==> config.mk <==
export PLATFORM = sky130hd
export DESIGN_NAME = gse_ram
export DESIGN_NICKNAME = d
export VERILOG_FILES = /design/src/rtl/gse_ram.sv
export SDC_FILE = /design/constraint.sdc
export NUM_CORES = 1
export LEC_CHECK = 0
export ABC_AREA = 0
export CAP_MARGIN = 25
export CORE_MARGIN = 2
export CORE_UTILIZATION = 25
export CTS_CLUSTER_SIZE = 16
export DETAILED_ROUTE_END_ITERATION = 6
export DONT_BUFFER_PORTS = 1
export GPL_ROUTABILITY_DRIVEN = 0
export PLACE_DENSITY = 0.45
export SLEW_MARGIN = 20
export SYNTH_ARGS = -nofsm -noshare
export SYNTH_HDL_FRONTEND = slang
export SYNTH_SLANG_ARGS = --single-unit
==> constraint.sdc <==
create_clock -name clk -period 2.25 [get_ports clk]
set_clock_uncertainty 0.1 [all_clocks]
set_input_delay 0.225 -clock clk [delete_from_list [all_inputs] [get_ports clk]]
set_output_delay 0.225 -clock clk [all_outputs]
set_load 0.01 [all_outputs]
==> src/rtl/gse_ram.sv <==
`timescale 1ns / 1ps
// Generic single-write, single-read RAM with registered read data.
// No dependencies.
module gse_ram #(
    parameter int WIDTH = 8,
    parameter int DEPTH = 16
) (
    input  logic                                       clk,
    input  logic                                       we,
    input  logic [((DEPTH > 1) ? $clog2(DEPTH) : 1)-1:0] waddr,
    input  logic [WIDTH-1:0]                           wdata,
    input  logic [((DEPTH > 1) ? $clog2(DEPTH) : 1)-1:0] raddr,
    output logic [WIDTH-1:0]                           rdata
);
    logic [WIDTH-1:0] mem [DEPTH];

    always_ff @(posedge clk)
    begin
        if (we)
        begin
            mem[waddr] <= wdata;
        end
        rdata <= mem[raddr];
    end
endmodule

==> results.toml <==
[cts]
clk_latency_ns = 0.42
cts_buffers = 17
clock_path_buffers = 2
postCtsSetupBuffers = 0
cts_sinks = 136
hold_buffers = 9
cts_resized = 0
cts_tree = "done"
clk_pin_slew_ns = 0.06
cts_max_level = 4
root_buffer = "clkbuf_16"

[layout]
layout_commonest_cell = "edfxtp_1"
final_nets = 282
syn_to_final_growth_pct = 21.2
final_util_pct = 30.8
final_cell_mix = "edfxtp_1 (128), mux4_2 (18), clkbuf_16 (17), buf_4 (17), a22oi_1 (16)"
drive_gt1_share_pct = 23.1

[sta]
slew_violations = 0
setup_tns_ns = 0
max_freq_ghz = 0.633
tightestPinTransition_ns = 0.761
period_minus_slack_ns = 1.58
rsz0062_at_grt = "false"
report.final.setup_viol = 0
period_share_pct = 70.3
maxSlewHeadroom_pct = 49.1
hold_violations = 0

[critical_path]
start_kind = "flop"
end_kind = "flop"
r2r_start = "mem[3][7]$_DFFE_PP_"
required_ns = 2.43
cp_max_fo = 1
crit_type = "flop to flop"
startpoint = "mem[3][7]$_DFFE_PP_"
crit_arrival_ns = 1.76

[floorplan]
initial_core_util_pct = 25.4
pin_count = 26
core_area_um2 = 20200
chipHeight_um = 147
die_area_um2 = 21800
die_x_um = 147
placementRows = 52

[global_routing]
gr-total-overflow = 0
grt_pass1_vias = 2477
grt_pass1_wl_um = 16600
grt_max_degree = 33
antenna_found_initial = 2
track_usage_pct = 11.1

[placement]
dp_hpwl_um = 6900
io_buffers = 0

[routing]
drcViolationCount = 0
ant_nets = 0
routed_wl_um = 11400
vias = 2357
via_per_inst = 4.30
drtPass1Iterations = 4
drt-initial-drc-count = 147
routedWlPerCell_um = 20.7

[hold_path]
hp-start = "raddr[1]"
min_path_type = "primary input to flop"

[pwr]
powerDensity_nw_per_um2 = 956
power_leakage_nw = 2.03
max-vdd-ir-drop_mv = 0.480

[logic_synthesis]
synth_top_family_by_area = "multiplexers"
synthTopCellsByArea = "edfxtp_1 (75%), mux4_2 (7.9%), mux4_1 (7.1%), dfxtp_1 (3.1%), a22oi_1 (2.3%)"
synthesis.nets = 247
synth_simple_gate_area_share_pct = 3.18
synth_xor_area_share_pct = 0
synth_compound_area_share_pct = 2.33
synth_cell_types = 19
synth_mux_area_share_pct = 15.0
syn-cell-area_um2 = 5150
yosys_register_bits = 136
ys_seq_area_share_pct = 77.8
yosys.area.top_type_share_pct = 74.7
synth_cells = 229
synth.largest_area_cell = "edfxtp_1"
postSynthAreaPerCell_um2 = 22.5
synthAdderAreaFrac_pct = 0
synth_warnings = 0

[run_status]
outcome = "finished clean"

[job]
drv_cap = 0
registers in the layout (all words and copies together), names as in the netlist:
register,cells
mem,128
rdata,8
where the power goes:
group | total [mW] | switching, mW | internal [mW]
sequential | 2.87 | 0.0310 | 2.83
combinational | 0.205 | 0.107 | 0.0971
clock | 2.90 | 0.973 | 1.93
total | 5.97 | 1.11 | 4.86
final timing paths:
| kind | end | slack [ns] | cells after the start |
|---|---|---|---|
| max | rdata[7]$_DFF_P_ | 0.67 | 3 |
| min | rdata[2]$_DFF_P_ | 0.01 | 3 |
| max reg2reg | rdata[7]$_DFF_P_ | 0.67 | 3 |
| min reg2reg | rdata[1]$_DFF_P_ | 0.58 | 3 |
per-stage QoR:
| step | setup slack [ns] | area, um2 | std cells | hold slack (ns) | total power, mW |
|---|---|---|---|---|---|
| global route | 0.605 | 6240 | 547 | 0.0375 | 6.15 |
| detailed placement | 0.701 | 5530 | 506 | 0.225 | 3.08 |
| finish | 0.669 | 6240 | 548 | 0.0112 | 5.97 |
| CTS | 0.697 | 6240 | 547 | 0.000368 | 6.02 |
| global placement | 0.719 | 5530 | 506 | 0.225 | 3.08 |
| floorplan | 0.432 | 5150 | 229 | 0.224 | 3.05 |
cell usage after synthesis (all sizes together):
library cell   instances
clkdlybuf4s25          3
nor2b                  1
nor2                  13
a22oi                 16
and2                   1
nand3                  1
nand2b                 2
edfxtp               128
nor3                   4
buf                    7
mux4                  32
nand2                  9
or3b                   1
dfxtp                  8
and2b                  1
nand3b                 2
cells by family after synthesis:
group,Yosys count
flops,136
simple gates,35
mux,32
compound gates,16
buf+inv,10
routing by layer:
metal  up-vias  wire, um  GRT usage [%]
met5         -        14              0
met2        59      5310           17.1
met4         2       154           4.33
li1       1048         -              -
met3        16       820           4.41
met1      1232      5070           14.0
critical path, stage by stage, from the launching register on:
cell and delay, ns:
edfxtp_1 0.36, mux4_2 0.47, a22oi_1 0.35, nand2_1 0.16
area by class of cell:
cell class | count | area [um2]
clock buffer | 22 | 474
timing repair buffer | 26 | 218
fill | 1934 | 14000
antenna | 1 | 2.50
tap | 270 | 338
clock inverter | 10 | 148
multi-input combinational | 83 | 1060
sequential | 136 | 4000
Note: power is estimated with default switching activity, not from simulation.
