File: src/rtl/gse_div.sv
`timescale 1ns / 1ps
// Serial truncating divider: signed 18-bit dividend by a positive 11-bit
// divisor, one quotient bit per cycle. Depends on nothing but itself.
module gse_div (
    input  logic               clk,
    input  logic               rst_n,
    input  logic               start,
    input  logic signed [17:0] dividend,
    input  logic [10:0]        divisor,
    output logic               busy,
    output logic signed [17:0] quotient
);
    logic        busy_reg, busy_next;
    logic [4:0]  cnt_reg, cnt_next;
    logic        neg_reg, neg_next;
    logic [16:0] mag_reg, mag_next;
    logic [10:0] rem_reg, rem_next;
    logic [10:0] div_reg, div_next;
    logic [17:0] abs_val;
    logic [11:0] rem_sh;
    logic [11:0] rem_sub;
    logic        ge;

    // Magnitude of the dividend; -131072 never occurs, so 17 bits suffice
    assign abs_val = dividend[17] ? (18'd0 - dividend) : dividend;
    assign rem_sh  = {rem_reg, mag_reg[16]};
    assign rem_sub = rem_sh - {1'b0, div_reg};
    assign ge      = (rem_sh >= {1'b0, div_reg});

    // Restoring division step
    always_comb
    begin
        busy_next = busy_reg;
        cnt_next  = cnt_reg;
        neg_next  = neg_reg;
        mag_next  = mag_reg;
        rem_next  = rem_reg;
        div_next  = div_reg;
        if (start)
        begin
            busy_next = 1'b1;
            cnt_next  = 5'd0;
            neg_next  = dividend[17];
            mag_next  = abs_val[16:0];
            rem_next  = 11'd0;
            div_next  = divisor;
        end
        else if (busy_reg)
        begin
            rem_next = ge ? rem_sub[10:0] : rem_sh[10:0];
            mag_next = {mag_reg[15:0], ge};
            cnt_next = cnt_reg + 5'd1;
            if (cnt_reg == 5'd16)
            begin
                busy_next = 1'b0;
            end
        end
    end

    always_ff @(posedge clk or negedge rst_n)
    begin
        if (!rst_n)
        begin
            busy_reg <= 1'b0;
            cnt_reg  <= 5'd0;
        end
        else
        begin
            busy_reg <= busy_next;
            cnt_reg  <= cnt_next;
        end
    end

    always_ff @(posedge clk)
    begin
        neg_reg <= neg_next;
        mag_reg <= mag_next;
        rem_reg <= rem_next;
        div_reg <= div_next;
    end

    // Quotient rounds toward zero: apply the dividend's sign
    assign busy     = busy_reg;
    assign quotient = neg_reg ? (18'sd0 - $signed({1'b0, mag_reg}))
                              : $signed({1'b0, mag_reg});
endmodule
File: config.mk
export PLATFORM = sky130hd
export DESIGN_NAME = gse_div
export DESIGN_NICKNAME = d
export VERILOG_FILES = /design/src/rtl/gse_div.sv
export SDC_FILE = /design/constraint.sdc
export NUM_CORES = 1
export LEC_CHECK = 0
export BUFFER_PORTS_ARGS = -buffer_cell sky130_fd_sc_hd__buf_2
export CORE_MARGIN = 4
export CORE_UTILIZATION = 35
export CTS_BUF_LIST = sky130_fd_sc_hd__clkbuf_8
export DETAILED_ROUTE_END_ITERATION = 8
export PLACE_DENSITY = 0.53
export SKIP_LAST_GASP = 1
export SLEW_MARGIN = 10
export SYNTH_ARGS = -nofsm -noshare
export SYNTH_HDL_FRONTEND = slang
export SYNTH_SLANG_ARGS = --single-unit
File: constraint.sdc
create_clock -name clk -period 2.8 [get_ports clk]
set_input_delay 0.14 -clock clk [delete_from_list [all_inputs] [get_ports clk]]
set_output_delay 0.14 -clock clk [all_outputs]
set_load 0.02 [all_outputs]
==> impl_metrics.toml, run 1 <==
[synthesis]
yosysTopAreaCell = "edfxtp_1"
synth_xor_area_share_pct = 11.0
ys_types = 52
synthArstFlopShare_pct = 13.0
synth_top_area_share_pct = 28.0
synth_edf_count = 29
synthMostInstantiatedCell = "nor2_1"
synth_compound_area_share_pct = 16.1
syn_area_mm2 = 0.00311
syn_nets = 374
syn_avg_cell_area_um2 = 9.55
ys_seq_area_share_pct = 39.9
yosys-top-cells-area = "edfxtp_1, dfxtp_1, xnor2_1"
ys_ff_latch = 46
synth.mux.area_fraction_pct = 4.74
yosys.area_share.simple_pct = 16.8
synth_flop_cell = "edfxtp_1"
netlist_top_cells_count = "nor2_1, edfxtp_1, xnor2_1, a21oi_1, inv_1"
synthCells = 326
synthAdderAreaFrac_pct = 6.67
synth_top_family_by_area = "simple AND/OR/NAND/NOR gates"
yosysWarnings = 0

[detailed_routing]
drtIter0Drc = 101
vias = 2460
drc = 0
detail_route.wl_per_cell_um = 13.3
drt_first_pass_iters = 4
antenna_left = 0
wirelength_um = 6480
viasPerCell = 5.04

[timing]
worst_pin_slew_ps = 636
grt_setup_unrepaired = "no"
fin_skew_ps = 9.95
setup_viol = 0
finalMaxSlewViolations = 0
tns_ps = 0
relSlewSlack_pct = 57.6
timing.final.hold_violations = 0
period_share_pct = 91.8
min_period_ps = 2570
timing.fmax_mhz = 389

[place]
portBuffers = 50
gp_congestion = 0.772
place_hpwl_um = 5040

[clock_network]
clk_latency_ps = 300
cts_sinks = 46
root_buffer = "clkbuf_8"
htreeDepth = 2
cts_tree = "built"
clk_path_buf_depth = 2
cts_setup_buffers = 0
clk_pin_slew_ps = 90
cts_made_buffers = 5

[cells_and_area]
synthToLayoutAreaGrowth_pct = 16.7
drive_gt1_share_pct = 21.3
nFillCells = 876
antenna_cells = 0
largest_reg_flops = 17
nNetsFinal = 427

[worst_setup_path]
path_class = "flop to primary output"
crit_chain = "nor3_2 > nand2_1 > or3_4 > or4_4 > o41ai_4 > xnor2_1 > buf_2"
cpLargestDelayFamily = "simple AND/OR/NAND/NOR gates"
crit_buf_inv = 1
critPathLaunchType = "flop"
r2r_slack_ps = 300
critPathMaxFanout = 5
cp-end-kind = "primary output"
cpMaxStageDelayCell = "edfxtp_1"
required_ps = 2660
cp.arrival_ps = 2430
max_stage_delay_ps = 480

[floorplanning]
core_mm2 = 0.00868
row_count = 34
io_pins = 51
die_y_um = 102
die_width_um = 102
die_area_mm2 = 0.0105
start_util_pct = 35.9

[global_routing]
grtUsageTotal_pct = 12.8
grt-ovfl-total = 0
antenna_found_initial = 0
grt_pass1_vias = 2376
grt_max_degree = 32
grt_pass1_wl_um = 11000

[power]
power.density_mw_per_mm2 = 717
total_leakage_power_nw = 1.50
ir_drop_mv = 0.300
fin_total_pwr_w = 0.00261

[run_status]
status = "finished clean"

[hold_path]
hp-class = "input port to flop"

[run]
maxCapViolations = 0
[layer usage]
| layer | track usage [%] | up-vias | wire, um |
|---|---|---|---|
| met2 | 21.4 | 47 | 3000 |
| li1 | - | 1277 | - |
| met1 | 17.2 | 1130 | 3140 |
| met4 | 2.93 | 0 | 58 |
| met5 | 0 | - | 0 |
| met3 | 2.59 | 6 | 278 |
[final timing paths]
kind                                                  to  depth (start not counted)                     start
worst min register to register  rem_reg[10]$_SDFFE_PP0P_                          2  rem_reg[10]$_SDFFE_PP0P_
worst max-delay path                        quotient[13]                          7      mag_reg[0]$_DFFE_PP_
min in group asynchronous                 busy$_DFF_PN0_                          2                     rst_n
worst max register to register   rem_reg[0]$_SDFFE_PP0P_                          9     mag_reg[16]$_DFFE_PP_
max in group asynchronous         cnt_reg[3]$_DFFE_PN0P_                          2                     rst_n
worst min-delay path                div_reg[8]$_DFFE_PP_                          1                divisor[8]
[power by group]
group	total (W)	internal, W	switching [W]
Clock	0.000579	0.000353	0.000226
Combinational	0.00106	0.000490	0.000570
Sequential	0.000967	0.000847	0.000120
Total	0.00261	0.00169	0.000916
[worst register-to-register path, cell delays in order, from the launching register on]
cell,delay [ps]
edfxtp_1,410
inv_1,70
ha_1,230
fa_1,410
nor2b_1,160
o31a_1,210
o21ai_2,130
o21ai_2,240
mux2_2,360
a211oi_1,220
[kinds of logic after synthesis]
group | Yosys count
AND/OR/NAND/NOR | 102
AO/OA/AOI/OAI | 74
flip-flops | 46
XOR/XNOR | 39
buffers and inverters | 35
adder cells (fa/ha/maj) | 16
multiplexers | 14
[through the flow]
step / utilization [%] / setup slack (ps) / std cells / hold WS [ps] / area (um2)
after global routing: 41.9 / 94.4 / 488 / 0.698 / 3630
after floorplan: - / 528 / 326 / -156 / 3110
final: 41.9 / 231 / 488 / 17.6 / 3630
after CTS: 41.8 / 209 / 487 / 2.00 / 3620
after detailed placement: 40.1 / 315 / 478 / -23.1 / 3480
after global placement: 40.1 / 393 / 478 / -25.5 / 3480
[layout make-up]
class	count	area, um2	share of cell area [%]
Multi-Input combinational cell	245	1720	47.3
Sequential cell	46	1240	34.2
Timing Repair Buffer	59	323	8.88
Tap cell	108	135	3.72
Inverter	22	82.6	2.27
Clock buffer	5	68.8	1.89
Clock inverter	3	63.8	1.76
[placed cells by master (no fill, tap or decap), types with 11 or more instances in the layout]
cell type  Yosys  layout
edfxtp_1      29      29
a21oi_1       23      23
inv_1         22      22
xnor2_1       25      25
ha_1          15      15
nor2_1        37      37
buf_2          0      50
dfxtp_1       11      11
nand2_1       20      20
o21ai_0       12      12
xor2_1        14      14
[what timing repair did]
item	in CTS	in global routing
hold buffers	1	1
endpoints found under the hold margin	6	1
setup endpoints to repair	0	0
gates resized for setup	0	0
Note: power is estimated with default switching activity, not from simulation.
==> run 2: changes to the inputs <==
- CORE_UTILIZATION: 35 -> 41
- PLACE_DENSITY: 0.53 -> 0.6
==> run 2 against run 1 <==
Via count fell by 1.5%. Routed wire length fell by 2.4%. Maximum frequency fell by 0.78%. Non-clock buffer count fell by 1. Utilization rose by 7.6 points. Cell count fell by 2.0%. Critical path depth did not move. Worst setup slack got worse by 20 ps. Sequential share of layout area rose by 0.059 points. Critical endpoint is now quotient[15]. Largest power group unchanged.
==> impl_metrics.toml, run 2 (synthesized netlist as in run 1, its figures left out) <==
[detailed_routing]
wirelength_um = 6330
antenna_left = 0
drc = 0
vias = 2424
drtIter0Drc = 72
detail_route.wl_per_cell_um = 13.2
viasPerCell = 5.07
drt_first_pass_iters = 4

[floorplanning]
die_y_um = 95.2
core_mm2 = 0.00733
die_width_um = 95.2
start_util_pct = 42.5
die_area_mm2 = 0.00905
io_pins = 51
row_count = 31

[timing]
finalMaxSlewViolations = 0
timing.fmax_mhz = 386
setup_ws_ps = 211
period_share_pct = 92.5
worst_pin_slew_ps = 626
min_period_ps = 2590
tns_ps = 0
timing.final.hold_violations = 0
fin_skew_ps = 8.21
grt_setup_unrepaired = "no"
setup_viol = 0
relSlewSlack_pct = 58.3

[cells_and_area]
largest_reg_flops = 17
design_area_mm2 = 0.00363
drive_gt1_share_pct = 21.1
antenna_cells = 0
nNetsFinal = 426
nFillCells = 702
mostFrequentLayoutCells = "buf_2, nor2_1, edfxtp_1"
layout_commonest_cell = "buf_2"
synthToLayoutAreaGrowth_pct = 16.5

[global_routing]
grt_pass1_wl_um = 10600
grt_max_degree = 34
grt-ovfl-total = 0
grtUsageTotal_pct = 14.6
grt_pass1_vias = 2308
antenna_found_initial = 0

[worst_setup_path]
crit_buf_inv = 1
crit_chain = "nor3_2 > nand2_1 > or3_4 > or4_4 > o31ai_2 > xnor2_1 > buf_2"
max_stage_delay_ps = 480
critPathMaxFanout = 5
required_ps = 2660
cp.arrival_ps = 2450
critPathLaunchType = "flop"
cp-end-kind = "primary output"
path_class = "flop to primary output"
cpMaxStageDelayCell = "edfxtp_1"
cpLargestDelayFamily = "simple AND/OR/NAND/NOR gates"

[clock_network]
clk_path_buf_depth = 2
cts_made_buffers = 5
clk_latency_ps = 300
root_buffer = "clkbuf_8"
cts_setup_buffers = 0
cts_tree = "built"
hold_buffers = 3
htreeDepth = 2
clk_pin_slew_ps = 90
cts_sinks = 46
postCtsResizedCells = 0

[place]
place_hpwl_um = 4820
portBuffers = 50
placed_area_mm2 = 0.00345
dp_slack_ps = 286
gp_congestion = 0.794

[power]
total_leakage_power_nw = 1.50
ir_drop_mv = 0.298
power.density_mw_per_mm2 = 723
fin_total_pwr_w = 0.00262

[hold_path]
hp-class = "input port to flop"

[run]
maxCapViolations = 0

[run_status]
status = "finished clean"
==> run 2: stage by stage <==
| step | hold slack (ps) | utilization [%] | std cells |
|---|---|---|---|
| global placement | -26.6 | 47.1 | 467 |
| finish | 16.2 | 49.5 | 478 |
| CTS | 0.200 | 49.5 | 478 |
| floorplan | -156 | - | 326 |
| detailed placement | -22.9 | 47.1 | 467 |
| global route | 2.03 | 49.5 | 478 |
==> run 2: report_power, final <==
group	internal [W]	switching [W]	leakage, nW
registers	0.000847	0.000112	0.459
logic	0.000479	0.000576	0.969
clock network	0.000381	0.000226	0.0714
==> run 2: area by class of cell <==
cell class,count,area [um2],area share [%]
inverter,22,82.6,2.28
multi-input combinational,245,1720,47.4
sequential,46,1240,34.2
timing repair buffer,58,318,8.76
tap,99,124,3.41
clock inverter,2,60.1,1.66
clock buffer,6,82.6,2.28
==> run 2: path summary, 6_finish.rpt <==
kind	start	end	slack, ps	depth (start not counted)
max	mag_reg[0]$_DFFE_PP_	quotient[15]	210	7
min	divisor[3]	div_reg[3]$_DFFE_PP_	20	1
max reg2reg	mag_reg[16]$_DFFE_PP_	rem_reg[7]$_SDFFE_PP0P_	290	10
min reg2reg	rem_reg[10]$_SDFFE_PP0P_	rem_reg[10]$_SDFFE_PP0P_	490	2
max in group asynchronous	rst_n	cnt_reg[1]$_DFFE_PN0P_	2460	2
min in group asynchronous	rst_n	cnt_reg[4]$_DFFE_PN0P_	180	2
==> run 2: layer usage <==
| layer | global-route usage, % | share of wire, % |
|---|---|---|
| met2 | 24.3 | 46 |
| met5 | 0 | 0 |
| met3 | 2.29 | 4.9 |
| met4 | 4.33 | 1.2 |
| met1 | 19.5 | 48 |
